<file path="src/rtl/core/tarr_pkg.sv">
// Shared widths, codes and address translation functions of the route resolver.
`default_nettype none

package tarr_pkg;

  // Field widths.
  localparam int DEST_W  = 16;
  localparam int MODE_W  = 3;
  localparam int NODE_W  = 12;
  localparam int PIPE_W  = 3;
  localparam int RADIO_W = 40;
  localparam int DIGIT_W = 3;

  // Octal digit counts of the destination and own address, and radio address bytes.
  localparam int DEST_DIGITS = (DEST_W + DIGIT_W - 1) / DIGIT_W;
  localparam int OWN_DIGITS  = NODE_W / DIGIT_W;
  localparam int RADIO_BYTES = RADIO_W / 8;

  // Destinations that are always accepted although they contain zero digits.
  localparam logic [DEST_W-1:0] ADDR_SPECIAL_HI = 16'o100;
  localparam logic [DEST_W-1:0] ADDR_SPECIAL_LO = 16'o10;

  // Child slots on one level run from one to five.
  localparam logic [DIGIT_W-1:0] SLOT_MIN = 3'd1;
  localparam logic [DIGIT_W-1:0] SLOT_MAX = 3'd5;

  // Modes above the routed mode send straight to the physical node.
  localparam logic [MODE_W-1:0] MODE_ROUTED = 3'd1;

  // Pipe numbers used on the next hop.
  localparam logic [PIPE_W-1:0] PIPE_DIRECT = 3'd0;
  localparam logic [PIPE_W-1:0] PIPE_CHILD  = 3'd5;

  // Filler byte of the radio address.
  localparam logic [7:0] BYTE_DEFAULT = 8'hCC;

  // One result transaction.
  typedef struct packed {
    logic               dest_valid;
    logic [NODE_W-1:0]  next_node;
    logic [PIPE_W-1:0]  next_pipe;
    logic               multicast;
    logic [RADIO_W-1:0] radio_address;
  } route_result_t;

  // Byte translation of one octal value; seven has no entry and keeps the filler.
  function automatic logic [7:0] xlate_byte(input logic [DIGIT_W-1:0] val);
    logic [7:0] b;
    case (val)
      3'd0:    b = 8'hc3;
      3'd1:    b = 8'h3c;
      3'd2:    b = 8'h33;
      3'd3:    b = 8'hce;
      3'd4:    b = 8'h3e;
      3'd5:    b = 8'he3;
      3'd6:    b = 8'hec;
      default: b = BYTE_DEFAULT;
    endcase
    return b;
  endfunction

  // Radio address: pipe byte at the bottom, then one byte per octal digit of the node.
  function automatic logic [RADIO_W-1:0] radio_addr(input logic [DEST_W-1:0] node,
                                                    input logic [PIPE_W-1:0] pipe);
    logic [RADIO_W-1:0] r;
    r[7:0] = xlate_byte(pipe);
    for (int k = 0; k < RADIO_BYTES - 1; k++) begin
      if ((node >> (DIGIT_W * k)) != '0) begin
        r[8*(k+1) +: 8] = xlate_byte(node[DIGIT_W*k +: DIGIT_W]);
      end else begin
        r[8*(k+1) +: 8] = BYTE_DEFAULT;
      end
    end
    return r;
  endfunction

endpackage

`default_nettype wire

</file>
<file path="src/rtl/core/tarr_if.sv">
// Valid/ready channel interfaces for the route resolver input and result.
`default_nettype none

interface tarr_in_if import tarr_pkg::*; ();
  logic              valid;
  logic              ready;
  logic [DEST_W-1:0] dest_node;
  logic [MODE_W-1:0] mode;

  modport source(output valid, output dest_node, output mode, input ready);
  modport sink(input valid, input dest_node, input mode, output ready);
endinterface

interface tarr_out_if import tarr_pkg::*; ();
  logic               valid;
  logic               ready;
  logic               dest_valid;
  logic [NODE_W-1:0]  next_node;
  logic [PIPE_W-1:0]  next_pipe;
  logic               multicast;
  logic [RADIO_W-1:0] radio_address;

  modport source(output valid, output dest_valid, output next_node, output next_pipe,
                 output multicast, output radio_address, input ready);
  modport sink(input valid, input dest_valid, input next_node, input next_pipe,
               input multicast, input radio_address, output ready);
endinterface

`default_nettype wire

</file>
<file path="src/rtl/core/tree_address_route_resolver_unit.sv">
// Top level of the octal tree route resolver: input register, route logic, result register.
// A transaction accepted on the input channel passes the input register and then the result
// register, from which it is offered on the result channel. Throughput: one transaction per
// cycle while the result channel is ready; each register advances when it is empty or its
// transaction moves on. Reset: rst_n is synchronous and active low; it empties both registers
// and sets own address, level mask, parent node and parent pipe to zero (the master).
`default_nettype none

module tree_address_route_resolver_unit import tarr_pkg::*; #(
  parameter int MAX_LEVELS = 4
) (
  input  logic              clk,
  input  logic              rst_n,
  input  logic              cfg_wr_en,
  input  logic [NODE_W-1:0] cfg_wr_data,
  tarr_in_if.sink           in_ch,
  tarr_out_if.source        out_ch
);

  // Configuration and values derived from it.
  logic [NODE_W-1:0] own_r,         own_nxt;
  logic [NODE_W-1:0] mask_r,        mask_nxt;
  logic [NODE_W-1:0] parent_node_r, parent_node_nxt;
  logic [PIPE_W-1:0] parent_pipe_r, parent_pipe_nxt;
  logic [OWN_DIGITS-1:0] own_nz;

  // Pipeline registers.
  logic              s1_valid_r;
  logic [DEST_W-1:0] s1_dest_r;
  logic [MODE_W-1:0] s1_mode_r;
  logic              out_valid_r;
  route_result_t     out_item_r, out_item_nxt;
  logic              out_adv;
  logic              s1_adv;

  // Route logic signals.
  logic [DEST_W-1:0]              own16;
  logic [DEST_W-1:0]              mask16;
  logic [DEST_W-1:0]              deeper;
  logic [DEST_W-1:0]              desc_mask;
  logic [DIGIT_W*DEST_DIGITS-1:0] dest_ext;
  logic [DIGIT_W-1:0]             digit;
  logic                           digits_ok;
  logic                           len_ok;
  logic                           addr_ok;
  logic                           in_subtree;
  logic                           direct;
  logic [DEST_W-1:0]              hop_node;
  logic [PIPE_W-1:0]              hop_pipe;

  // Level mask, parent node and parent pipe follow from the digits of the written address.
  always_comb begin
    own_nxt         = cfg_wr_data;
    mask_nxt        = '0;
    parent_node_nxt = '0;
    parent_pipe_nxt = PIPE_DIRECT;
    for (int k = 0; k < OWN_DIGITS; k++) begin
      own_nz[k] = (cfg_wr_data >> (DIGIT_W * k)) != '0;
    end
    for (int k = 0; k < OWN_DIGITS; k++) begin
      mask_nxt[DIGIT_W*k +: DIGIT_W] = {DIGIT_W{own_nz[k]}};
      if (own_nz[k]) begin
        parent_pipe_nxt = cfg_wr_data[DIGIT_W*k +: DIGIT_W];
      end
    end
    for (int k = 0; k < OWN_DIGITS - 1; k++) begin
      if (own_nz[k+1]) begin
        parent_node_nxt[DIGIT_W*k +: DIGIT_W] = cfg_wr_data[DIGIT_W*k +: DIGIT_W];
      end
    end
  end

  always_ff @(posedge clk) begin
    if (!rst_n) begin
      own_r         <= '0;
      mask_r        <= '0;
      parent_node_r <= '0;
      parent_pipe_r <= PIPE_DIRECT;
    end else if (cfg_wr_en) begin
      own_r         <= own_nxt;
      mask_r        <= mask_nxt;
      parent_node_r <= parent_node_nxt;
      parent_pipe_r <= parent_pipe_nxt;
    end
  end

  // Destination check: special address, or slot digits up to top nonzero one, length bounded.
  always_comb begin
    dest_ext  = {{(DIGIT_W*DEST_DIGITS-DEST_W){1'b0}}, s1_dest_r};
    digits_ok = 1'b1;
    digit     = '0;
    for (int k = 0; k < DEST_DIGITS; k++) begin
      digit = dest_ext[DIGIT_W*k +: DIGIT_W];
      if (((s1_dest_r >> (DIGIT_W * k)) != '0) && ((digit < SLOT_MIN) || (digit > SLOT_MAX)))
      begin
        digits_ok = 1'b0;
      end
    end
    len_ok  = (s1_dest_r >> (DIGIT_W * MAX_LEVELS)) == '0;
    addr_ok = (s1_dest_r == ADDR_SPECIAL_HI) || (s1_dest_r == ADDR_SPECIAL_LO) ||
              (digits_ok && len_ok);
  end

  // Next hop: direct send, own subtree through pipe five, or up to the parent.
  always_comb begin
    own16      = {{(DEST_W-NODE_W){1'b0}}, own_r};
    mask16     = {{(DEST_W-NODE_W){1'b0}}, mask_r};
    deeper     = {~mask16[DEST_W-DIGIT_W-1:0], {DIGIT_W{1'b0}}};
    desc_mask  = {mask16[DEST_W-DIGIT_W-1:0], {DIGIT_W{1'b1}}};
    in_subtree = (s1_dest_r & mask16) == own16;
    direct     = s1_mode_r > MODE_ROUTED;
    if (direct) begin
      hop_node = s1_dest_r;
      hop_pipe = PIPE_DIRECT;
    end else if (in_subtree) begin
      hop_node = ((s1_dest_r & deeper) == '0) ? s1_dest_r : (s1_dest_r & desc_mask);
      hop_pipe = PIPE_CHILD;
    end else begin
      hop_node = {{(DEST_W-NODE_W){1'b0}}, parent_node_r};
      hop_pipe = parent_pipe_r;
    end
  end

  // Result transaction; an invalid destination gives all zero fields.
  always_comb begin
    out_item_nxt = '0;
    if (addr_ok) begin
      out_item_nxt.dest_valid    = 1'b1;
      out_item_nxt.next_node     = hop_node[NODE_W-1:0];
      out_item_nxt.next_pipe     = hop_pipe;
      out_item_nxt.multicast     = direct;
      out_item_nxt.radio_address = radio_addr(hop_node, hop_pipe);
    end
  end

  // Both registers move whenever the result register is empty or being taken.
  assign out_adv     = !out_valid_r || out_ch.ready;
  assign s1_adv      = !s1_valid_r || out_adv;
  assign in_ch.ready = s1_adv;

  always_ff @(posedge clk) begin
    if (!rst_n) begin
      s1_valid_r  <= 1'b0;
      out_valid_r <= 1'b0;
    end else begin
      if (s1_adv) begin
        s1_valid_r <= in_ch.valid;
      end
      if (out_adv) begin
        out_valid_r <= s1_valid_r;
      end
    end
  end

  // Payload registers load only with a transaction.
  always_ff @(posedge clk) begin
    if (s1_adv && in_ch.valid) begin
      s1_dest_r <= in_ch.dest_node;
      s1_mode_r <= in_ch.mode;
    end
    if (out_adv && s1_valid_r) begin
      out_item_r <= out_item_nxt;
    end
  end

  // Result channel.
  assign out_ch.valid         = out_valid_r;
  assign out_ch.dest_valid    = out_item_r.dest_valid;
  assign out_ch.next_node     = out_item_r.next_node;
  assign out_ch.next_pipe     = out_item_r.next_pipe;
  assign out_ch.multicast     = out_item_r.multicast;
  assign out_ch.radio_address = out_item_r.radio_address;

endmodule

`default_nettype wire

</file>
<file path="src/flat_wrapper.sv">
// flat-port wrapper written by rule: the top's interface ports become plain ports
module tree_address_route_resolver_unit_flat import tarr_pkg::*;
#(
  parameter int MAX_LEVELS = 4
)
  (clk, rst_n, cfg_wr_en, cfg_wr_data, in_ch_valid, in_ch_dest_node, in_ch_mode, in_ch_ready, out_ch_valid, out_ch_dest_valid, out_ch_next_node, out_ch_next_pipe, out_ch_multicast, out_ch_radio_address, out_ch_ready);
  tarr_in_if in_ch_i ();
  tarr_out_if out_ch_i ();
  input  logic clk;
  input  logic rst_n;
  input  logic cfg_wr_en;
  input  logic [NODE_W-1:0] cfg_wr_data;
  input wire logic [$bits(in_ch_i.valid)-1:0] in_ch_valid;
  input wire logic [$bits(in_ch_i.dest_node)-1:0] in_ch_dest_node;
  input wire logic [$bits(in_ch_i.mode)-1:0] in_ch_mode;
  output wire logic [$bits(in_ch_i.ready)-1:0] in_ch_ready;
  output wire logic [$bits(out_ch_i.valid)-1:0] out_ch_valid;
  output wire logic [$bits(out_ch_i.dest_valid)-1:0] out_ch_dest_valid;
  output wire logic [$bits(out_ch_i.next_node)-1:0] out_ch_next_node;
  output wire logic [$bits(out_ch_i.next_pipe)-1:0] out_ch_next_pipe;
  output wire logic [$bits(out_ch_i.multicast)-1:0] out_ch_multicast;
  output wire logic [$bits(out_ch_i.radio_address)-1:0] out_ch_radio_address;
  input wire logic [$bits(out_ch_i.ready)-1:0] out_ch_ready;
  assign in_ch_i.valid = in_ch_valid;
  assign in_ch_i.dest_node = in_ch_dest_node;
  assign in_ch_i.mode = in_ch_mode;
  assign in_ch_ready = in_ch_i.ready;
  assign out_ch_valid = out_ch_i.valid;
  assign out_ch_dest_valid = out_ch_i.dest_valid;
  assign out_ch_next_node = out_ch_i.next_node;
  assign out_ch_next_pipe = out_ch_i.next_pipe;
  assign out_ch_multicast = out_ch_i.multicast;
  assign out_ch_radio_address = out_ch_i.radio_address;
  assign out_ch_i.ready = out_ch_ready;
  tree_address_route_resolver_unit #(.MAX_LEVELS(MAX_LEVELS)) u_core (.clk(clk), .rst_n(rst_n), .cfg_wr_en(cfg_wr_en), .cfg_wr_data(cfg_wr_data), .in_ch(in_ch_i), .out_ch(out_ch_i));
endmodule
</file>
<file path="config.mk">
export PLATFORM = sky130hd
export DESIGN_NAME = tree_address_route_resolver_unit_flat
export DESIGN_NICKNAME = d
export VERILOG_FILES = /design/src/rtl/core/tarr_pkg.sv /design/src/rtl/core/tarr_if.sv /design/src/rtl/core/tree_address_route_resolver_unit.sv /design/src/flat_wrapper.sv
export SDC_FILE = /design/constraint.sdc
export NUM_CORES = 1
export LEC_CHECK = 0
export ABC_AREA = 1
export BUFFER_PORTS_ARGS = -buffer_cell sky130_fd_sc_hd__buf_2
export CAP_MARGIN = 20
export CORE_ASPECT_RATIO = 0.8
export CORE_MARGIN = 2
export CORE_UTILIZATION = 57
export CTS_BUF_LIST = sky130_fd_sc_hd__clkbuf_4 sky130_fd_sc_hd__clkbuf_8
export CTS_CLUSTER_SIZE = 30
export DETAILED_ROUTE_END_ITERATION = 6
export PLACE_DENSITY_LB_ADDON = 0.1
export SLEW_MARGIN = 20
export SYNTH_ARGS = -nofsm -noshare
export SYNTH_HDL_FRONTEND = slang
export SYNTH_SLANG_ARGS = --single-unit
</file>
<file path="constraint.sdc">
create_clock -name clk -period 4 [get_ports clk]
set_input_delay 0.6 -clock clk [delete_from_list [all_inputs] [get_ports clk]]
set_output_delay 0.6 -clock clk [all_outputs]
set_load 0.02 [all_outputs]
</file>
Word level (Yosys, flattened, before mapping) --
Index checks and enable logic that the tools add are counted. Widths: inputs -> output; s select.
Cells by class: mux-type cells 28, reductions and logical operators 44, eq/ne operators 33, bitwise operators 4, $lt $le $gt $ge 12
Operators with widths (number):
- $pmux 8 s7 | 5
- $reduce_bool 16->1 | 9
- $mux 57 | 1
- $mux 16 | 3
- $reduce_bool 12->1 | 4
- $eq 3x3->1 const B | 15
- $logic_not 16->1 | 2
- $mux 8 | 4
- $eq 3x2->1 const B | 10
- $mux 3 | 9
- $and 16x12->16 | 1
- $and 16x15->16 | 1
- $and 16x16->16 | 1
- $eq 16x12->1 | 1
- $eq 16x4->1 const B | 1
- $eq 16x7->1 const B | 1
- $eq 3x1->1 const B | 5
- $gt 3x3->1 const B | 5
- $logic_not 3->1 | 5
- $lt 3x1->1 const B | 5
- $not 12->13 | 1
- $logic_and 1x1->1 | 9
- $logic_or 1x1->1 | 9
- $reduce_and 2->1 | 4
- 4 further kinds | 10
Storage, ports and cells: bits in registers 112, output and inout port bits 59, logic and storage cells 138

Logic depth before layout (Yosys ltp) --
Gate-level depths: netlist of run 1.
depth in word-level cells 12, mapped depth 17

Least setup slack after synthesis of run 1 --
OpenSTA, ideal clock, no wires.
path kind input-to-reg, from input out_ch_ready, to register u_core.out_item_r, in the netlist u_core.out_ch.dest_valid (enable), setup time 0.467 ns, cell stages on the path 2, required time 3.533 ns, path buffers 0, setup slack 0.590 ns, arrival 2.943 ns, cell sequence inv_1 > a21oi_1
On the way: longest elaborated chain between the ends 2
Ends and longest elaborated chain:
- start: declaration | RTL line flat_wrapper.sv:23 | input wire logic [$bits(out_ch_i.ready)-1:0] out_ch_ready;
- $logic_or 1x1->1 | RTL line tree_address_route_resolver_unit.sv:137 | assign out_adv = !out_valid_r || out_ch.ready;
- $logic_and 1x1->1 | RTL line tree_address_route_resolver_unit.sv:161 | if (out_adv && s1_valid_r) begin
- end signal: assignment | RTL line tree_address_route_resolver_unit.sv:162 | out_item_r <= out_item_nxt;
- end: declaration | RTL line tree_address_route_resolver_unit.sv:32 | route_result_t out_item_r, out_item_nxt;
No other way between the ends. A chain may end at the register's enable or synchronous reset.

Worst setup path after layout of run 1 --
from register u_core.mask_r[2], to register u_core.out_item_r, in the netlist u_core.out_ch.radio_address[21] (data pin)
On the way: longest elaborated chain between the ends 8, elaborated cells between the ends (all ways) 19, classes of those cells eq/ne (7); mux (4); bitwise (4); reduce/logical (4)
Ends and longest elaborated chain:
- start: declaration | RTL line tree_address_route_resolver_unit.sv:22 | logic [NODE_W-1:0] mask_r, mask_nxt;
- start signal: assignment | RTL line tree_address_route_resolver_unit.sv:81 | mask_r <= mask_nxt;
- $not 12->13 | RTL line tree_address_route_resolver_unit.sv:108 | deeper = {~mask16[DEST_W-DIGIT_W-1:0], {DIGIT_W{1'b0}}};
- $and 16x16->16 | RTL line tree_address_route_resolver_unit.sv:116 | hop_node = ((s1_dest_r & deeper) == '0) ? s1_dest_r : (s1_dest_r & desc_mask);
- $logic_not 16->1 | RTL line tree_address_route_resolver_unit.sv:116
- $mux 16 | RTL line tree_address_route_resolver_unit.sv:116
- $mux 16 (*) | RTL line tree_address_route_resolver_unit.sv:115 | end else if (in_subtree) begin
- $mux 16 (*) | RTL line tree_address_route_resolver_unit.sv:112 | if (direct) begin
- $eq 3x3->1, or another cell as far along | RTL line tarr_pkg.sv:49 | case (val)
- $pmux 8 s7 / $reduce_and 2->1 (equally long branches)
Mark *: on every way between the ends. The rest lies on a longest branch, timed or not.

==> impl_metrics.py, run 1 <==
metrics = {
    "finish": {
        "insertedDiodeCount": 0,
        "numnets_final": 668,
        "layout_area_growth_over_synthesis_pct": 14.1,
        "final_cell_area_mm2": 0.00528,
        "final_layout_size_suffix_gt1_frac": 0.215,
    },
    "floorplan": {
        "core.rowCount": 29,
        "core_area_mm2": 0.00791,
        "initial_utilization": 0.585,
        "chipWidth_um": 105,
        "die_area_mm2": 0.00885,
        "boundaryPins": 95,
        "fp.dieH_um": 84.6,
    },
    "timing": {
        "tns_ns": 0,
        "final_cycle_utilization_of_the_critical_path": 0.644,
        "rsz0062_at_grt": "no",
        "setup_violations": 0,
        "timing.fmax_ghz": 0.388,
        "timing_hold_violations_final": 0,
        "maxSlewHeadroom": 0.445,
        "timing.final.max_slew_violations": 0,
        "hold_slack_ns": 0.398,
        "fin_skew_ns": 0.0189,
        "transition_at_the_pin_with_the_smallest_max_transition_slack_ns": 0.832,
        "post_layout_min_period_ns": 2.57,
    },
    "synth": {
        "netlist_top_cells_area": "edfxtp_1 42%, dfxtp_1 13%, nand2_1 12%",
        "area_of_the_mapped_netlist_mm2": 0.00462,
        "synth_top_area_share": 0.422,
        "synthesized_netlist_cell_count": 552,
        "ys_top_cells_by_count": "142 x nand2_1, 73 x nor2_1, 65 x edfxtp_1",
        "synth-seq-area-share": 0.552,
        "synth_enable_flop_cells": 65,
        "yosysUniqueCellTypes": 31,
        "per_instance_average_area_after_synthesis_um2": 8.38,
        "fraction_of_synthesis_flops_using_an_asynchronous_set_or_reset_pin": 0,
        "mappedNetlistNets": 588,
        "synth-seq-cells": 95,
        "synth_most_common_cell": "nand2_1",
        "yosys.area.top_type": "edfxtp_1",
        "ys_warn_count": 0,
        "dominant_register_cell_in_the_synthesized_netlist": "edfxtp_1",
    },
    "clock_tree": {
        "cts.hold.buffers_added": 0,
        "cts_num_sinks": 95,
        "path_clk_slew_ns": 0.10,
        "ctsResizeCount": 0,
        "clk_latency_ns": 0.38,
        "clk_root_buffer_cell": "clkbuf_8",
        "h_tree_depth": 3,
        "tritoncts.num_buffers": 9,
        "post-cts-setup-buffer-count": 0,
        "ctsLongestPathBuffers": 2,
        "cts_tree": "yes",
    },
    "power_and_ir_drop": {
        "leakage_nw": 2.43,
        "ir_worst_vdd_mv": 0.266,
        "power_per_cell_area_mw_per_mm2": 378,
    },
    "placement": {
        "gpl.final_weighted_congestion": 0.940,
        "dp_hpwl_um": 7530,
        "placed_inst_area_mm2": 0.00509,
        "portBuffers": 93,
    },
    "worst_hold_path": {
        "hold_depth": 1,
        "hold_start": "in_ch_dest_node[4]",
        "hold_path.class": "in2reg",
    },
    "worst_setup_path": {
        "timing.critical_path.to_type": "flop",
        "critical_path.slowest_cell": "dfxtp_1",
        "path_depth_of_the_worst_reg2reg_path": 15,
        "setup.worst_path.start_class": "flop",
        "timing.rr.start": "u_core.mask_r[2]",
        "crit_chain": "nand3_1 -> nand2_1 -> nand2_1 -> nor2_1 -> nand3_2 -> nand2_4 -> inv_1 -> nand2_1 -> nand2_1 -> nand2_2 -> nand2_1 -> nor2_1 -> nand2_1 -> nand3_1 -> inv_1",
        "cp_common_cell": "nand2_1",
        "worst-setup-path-type": "reg2reg",
        "required_ns": 4.13,
        "critical_path.max_stage_delay_ns": 0.56,
        "worst_setup_path_startpoint": "u_core.mask_r[2]",
        "critical_path.max_fanout": 15,
        "crit_arrival_ns": 2.70,
    },
    "global_route": {
        "grt_pass1_wl_um": 16700,
        "remaining_global_route_overflow": 0,
        "grt_use_total": 0.242,
        "grt_max_degree": 48,
        "number_of_antenna_violations_at_the_first_check_in_global_routing": 0,
        "first_global_vias": 3491,
    },
    "outcome": {
        "outcome": "complete, no violations",
    },
    "route": {
        "drt.antenna.violating_nets": 0,
        "drt-pass1-iter-count": 5,
        "total_via_count_after_detailed_routing": 3943,
        "drc": 0,
        "drt_first_iter_violations": 243,
        "postRouteWirelength_um": 10400,
        "routedWlPerCell_um": 13.9,
        "viasPerCell": 5.29,
    },
    "flow_run": {
        "maxCapViolations": 0,
    },
}
[metal layers]
layer	vias up	GRT usage	part of all wire	wire (um)
met5	-	0	0	0
met4	0	0.0679	0.010	109
met3	15	0.0730	0.082	849
met2	164	0.367	0.44	4600
met1	1802	0.343	0.46	4830
li1	1962	-	-	-
[power breakdown]
| part | switching (mW) | leakage (nW) | internal (mW) |
|---|---|---|---|
| logic | 0.177 | 1.42 | 0.0828 |
| clock network | 0.368 | 0.0935 | 0.240 |
| registers | 0.0368 | 0.917 | 1.09 |
| total | 0.582 | 2.43 | 1.41 |
[cells in the final DEF, fill, tap and decap left out, drive strengths merged]
| cell type | Yosys | final |
|---|---|---|
| nand2 | 150 | 150 |
| buf | 18 | 95 |
| nor2 | 76 | 76 |
| inv | 65 | 71 |
| edfxtp | 65 | 65 |
| nand3 | 53 | 53 |
| a21oi | 39 | 39 |
| dfxtp | 30 | 30 |
| o21ai | 17 | 17 |
| clkbuf | 8 | 9 |
| a31oi | 7 | 7 |
| nor3 | 7 | 7 |
| a211oi | 3 | 3 |
| nand3b | 3 | 3 |
| o31ai | 2 | 2 |
| o211ai | 2 | 2 |
| and3 | 2 | 2 |
| o221ai | 1 | 1 |
| clkinv | 1 | 1 |
| or2 | 1 | 1 |
| nand4 | 1 | 1 |
| o21a | 1 | 1 |
| clkinvlp | 0 | 1 |
[path summary, 6_finish.rpt]
| check | end | slack, ns |
|---|---|---|
| max reg2reg | u_core.out_ch.radio_address[21] | 1.43 |
| min reg2reg | u_core.parent_node_r[8] | 0.47 |
| max | u_core.out_ch.radio_address[21] | 1.43 |
| min | u_core.s1_dest_r[4] | 0.40 |
[cells by family after synthesis]
logic type / after synthesis / synth area share
flip-flops: 95 / 0.552
buffers and inverters: 92 / 0.0885
AO/OA/AOI/OAI: 72 / 0.0874
AND/OR/NAND/NOR: 293 / 0.272
[registers in the layout, summed over array words and instances, names as in the netlist, 2 cells and up]
name,cells
u_core.out_ch.radio_address,30
u_core.s1_dest_r,16
u_core.out_ch.next_node,12
u_core.own_r,12
u_core.parent_node_r,9
u_core.mask_r,4
u_core.out_ch.next_pipe,3
u_core.parent_pipe_r,3
u_core.s1_mode_r,2
[through the flow]
stage / setup WS (ns) / power, mW / cells / util
floorplan: 0.590 / 1.33 / 552 / -
global placement: 1.51 / 1.40 / 729 / 0.644
detailed placement: 1.46 / 1.40 / 729 / 0.644
CTS: 1.41 / 2.00 / 745 / 0.667
global route: 1.09 / 2.07 / 745 / 0.667
finish: 1.43 / 1.99 / 745 / 0.667
[final cells by class]
| class | count | area (um2) |
|---|---|---|
| clock buffers | 9 | 124 |
| clock inverters | 7 | 60.1 |
| repair buffers | 95 | 480 |
| inverters | 66 | 248 |
| flip-flops and latches | 95 | 2550 |
| fillers | 716 | 2630 |
| well taps | 108 | 135 |
| multi-input cells | 365 | 1680 |
[worst max-delay path: cells and delay by family, from the launching register on]
family | cells | cell delay [ns]
buffers and inverters | 2 | 0.18
and+or+nand+nor | 13 | 1.59
DFF | 1 | 0.56
Power figures use the tool's default switching activity.
==> run 2, diff against run 1 <==
Settings changed: ABC_AREA 1 to 0, CORE_UTILIZATION 57 to 58.
Clock period 4 ns to 2.45 ns, I/O delays scaled along.
==> impl_metrics.py, run 2 <==
metrics = {
    "finish": {
        "total_area_of_multi_input_combinational_cells_mm2": 0.00231,
        "largest_reg_flops": 30,
        "final_util": 0.739,
        "most_common_cell_after_layout_fill_and_taps_aside": "buf_2",
        "register_area_mm2": 0.00255,
        "numnets_final": 632,
        "final_layout_size_suffix_gt1_frac": 0.354,
        "num-fill-cells": 631,
        "insertedDiodeCount": 0,
        "final_cell_mix": "93 x buf_2, 65 x edfxtp_1, 56 x buf_4",
        "layout_area_growth_over_synthesis_pct": 24.7,
    },
    "timing": {
        "timing.final.max_slew_violations": 0,
        "post_layout_min_period_ns": 2.44,
        "final_critical_path_setup_slack_ns": 0.00682,
        "final_cycle_utilization_of_the_critical_path": 0.997,
        "maxSlewHeadroom": 0.411,
        "setup_violations": 0,
        "rsz0062_at_grt": "yes",
        "timing_hold_violations_final": 0,
        "fin_skew_ns": 0.0118,
        "hold_slack_ns": 0.161,
        "transition_at_the_pin_with_the_smallest_max_transition_slack_ns": 0.883,
        "timing.fmax_ghz": 0.409,
    },
    "synth": {
        "post_synth_xor_area_fraction": 0.0193,
        "main_combinational_cell_family_by_area_after_synthesis": "compound AO/OA/AOI/OAI gates",
        "yosys.area_share.simple": 0.183,
        "yosysUniqueCellTypes": 70,
        "per_instance_average_area_after_synthesis_um2": 10.6,
        "area_of_the_mapped_netlist_mm2": 0.00500,
        "synth-seq-cells": 95,
        "netlist_top_cells_area": "edfxtp_1 39%, dfxtp_1 12%, mux2i_1 4.4%",
        "synth_enable_flop_cells": 65,
        "synth_mux_area_frac": 0.0508,
        "mappedNetlistNets": 509,
        "synth-adder-area-share": 0,
        "fraction_of_synthesis_flops_using_an_asynchronous_set_or_reset_pin": 0,
        "ys_top_cells_by_count": "65 x edfxtp_1, 42 x nor2_1, 30 x dfxtp_1",
        "synth-seq-area-share": 0.510,
        "yosys.area.top_type": "edfxtp_1",
        "synth-compound-area-share": 0.183,
        "synth_most_common_cell": "edfxtp_1",
        "synth_top_area_share": 0.390,
        "dominant_register_cell_in_the_synthesized_netlist": "edfxtp_1",
        "synthesized_netlist_cell_count": 473,
        "ys_warn_count": 0,
    },
    "global_route": {
        "number_of_antenna_violations_at_the_first_check_in_global_routing": 0,
        "grt_use_total": 0.246,
        "first_global_vias": 3523,
        "remaining_global_route_overflow": 0,
        "grt_max_degree": 48,
        "grt_pass1_wl_um": 17800,
    },
    "placement": {
        "gpl.final_weighted_congestion": 0.872,
        "portBuffers": 93,
        "dp_hpwl_um": 8320,
        "placement_stage_worst_setup_slack_ns": -0.0317,
    },
    "route": {
        "total_via_count_after_detailed_routing": 4091,
        "drt_first_iter_violations": 220,
        "drt-pass1-iter-count": 5,
        "viasPerCell": 5.74,
        "routedWlPerCell_um": 16.4,
        "postRouteWirelength_um": 11700,
        "drc": 0,
        "drt.antenna.violating_nets": 0,
    },
    "power_and_ir_drop": {
        "ir_worst_vdd_mv": 0.378,
        "leakage_nw": 2.44,
        "power_per_cell_area_mw_per_mm2": 591,
        "total_power_mw": 3.69,
    },
    "worst_setup_path": {
        "worst-setup-path-type": "reg2reg",
        "worstPathBufferInverterCount": 1,
        "critical_path.slowest_cell": "edfxtp_1",
        "setup.worst_path.start_class": "flop",
        "required_ns": 2.58,
        "critical_path.max_stage_delay_ns": 0.44,
        "critical_path.max_fanout": 10,
        "crit_arrival_ns": 2.58,
        "timing.critical_path.to_type": "flop",
        "worst_path_dominant_cell_family": "compound AO/OA/AOI/OAI gates",
        "crit_chain": "a21o_1 -> a211oi_4 -> o211a_1 -> a31oi_4 -> buf_12 -> a22oi_2 -> mux2i_1 -> nor4_2",
    },
    "floorplan": {
        "die_area_mm2": 0.00939,
        "initial_utilization": 0.592,
        "core.rowCount": 30,
        "boundaryPins": 95,
        "chipWidth_um": 108,
        "fp.dieH_um": 87.1,
        "core_area_mm2": 0.00845,
    },
    "clock_tree": {
        "h_tree_depth": 3,
        "cts_tree": "yes",
        "cts.hold.buffers_added": 0,
        "path_clk_slew_ns": 0.10,
        "tritoncts.num_buffers": 9,
        "clk_latency_ns": 0.37,
        "clk_root_buffer_cell": "clkbuf_8",
        "ctsLongestPathBuffers": 2,
        "cts_num_sinks": 95,
    },
    "flow_run": {
        "maxCapViolations": 0,
    },
    "worst_hold_path": {
        "hold_path.class": "in2reg",
    },
    "outcome": {
        "outcome": "complete, no violations",
    },
}
-- run 2: changes by cell type in the layout (fill, tap and decap cells not counted), moves of 8 or more --
cell	previous run	this run
nor2_1	73	39
and2_1	0	13
inv_1	61	8
nand2_1	142	27
mux2i_1	0	21
a21oi_1	38	26
o22ai_1	0	9
o21a_1	1	9
a21boi_0	0	9
buf_4	2	56
nand2b_1	0	12
nor2b_1	0	14
nand3_1	47	9
-- run 2: what timing repair did --
action	CTS	global route
setup endpoints to repair	3	23
pin swaps	2	9
resized for setup	3	28
setup buffers	0	15
-- run 2: final cells by class --
type                       count  share of cell area
tap                          112              0.0225
inverter                       9             0.00582
multi-input combinational    326               0.370
timing repair buffer         155               0.156
clock inverter                 7              0.0160
sequential                    95               0.409
clock buffer                   9              0.0199
-- run 2: worst register-to-register path, stage by stage (launching register included) --
cell and delay (ns):
edfxtp_1 0.44, a21o_1 0.24, a211oi_4 0.26, o211a_1 0.27
a31oi_4 0.18, buf_12 0.20, a22oi_2 0.23, mux2i_1 0.30
nor4_2 0.08
-- run 2: through the flow --
stage	TNS, ns	cell area, um2	cells
after floorplan	0	5000	473
after global placement	0	5760	682
after detailed placement	-0.0631	5760	682
after CTS	-0.00794	5990	698
after global routing	-0.633	6240	713
final	0	6240	713
-- run 2: kinds of logic (layout without fill, tap and decap cells) --
family                 after synthesis  in the layout
AO/OA/AOI/OAI                      122            122
XOR/XNOR                            11             11
buffers and inverters               52            180
flip-flops                          95             95
multiplexers                        25             25
AND/OR/NAND/NOR                    168            168
-- run 2: report_power, final --
part | internal [mW] | total, mW | switching, mW
Combinational | 0.281 | 0.645 | 0.364
Sequential | 1.80 | 1.88 | 0.0756
Clock | 0.588 | 1.16 | 0.577
-- run 2: path summary, 6_finish.rpt --
path / start / to / slack, ns / cells past startpoint
max: u_core.s1_dest_r[0] / u_core.out_ch.radio_address[16] / 0.007 / 8
max reg2reg: u_core.s1_dest_r[0] / u_core.out_ch.radio_address[16] / 0.007 / 8
min: in_ch_dest_node[5] / u_core.s1_dest_r[5] / 0.16 / 1
min reg2reg: u_core.own_r[3] / u_core.own_r[3] / 0.51 / 2
-- run 2: routing by layer --
layer | vias to the layer above | track usage | routed length, um | part of all wire
met5 | - | 0 | 0 | 0
met1 | 1947 | 0.367 | 5440 | 0.46
met3 | 17 | 0.0411 | 639 | 0.055
li1 | 1979 | - | - | -
met2 | 148 | 0.370 | 5440 | 0.46
met4 | 0 | 0.0723 | 183 | 0.016
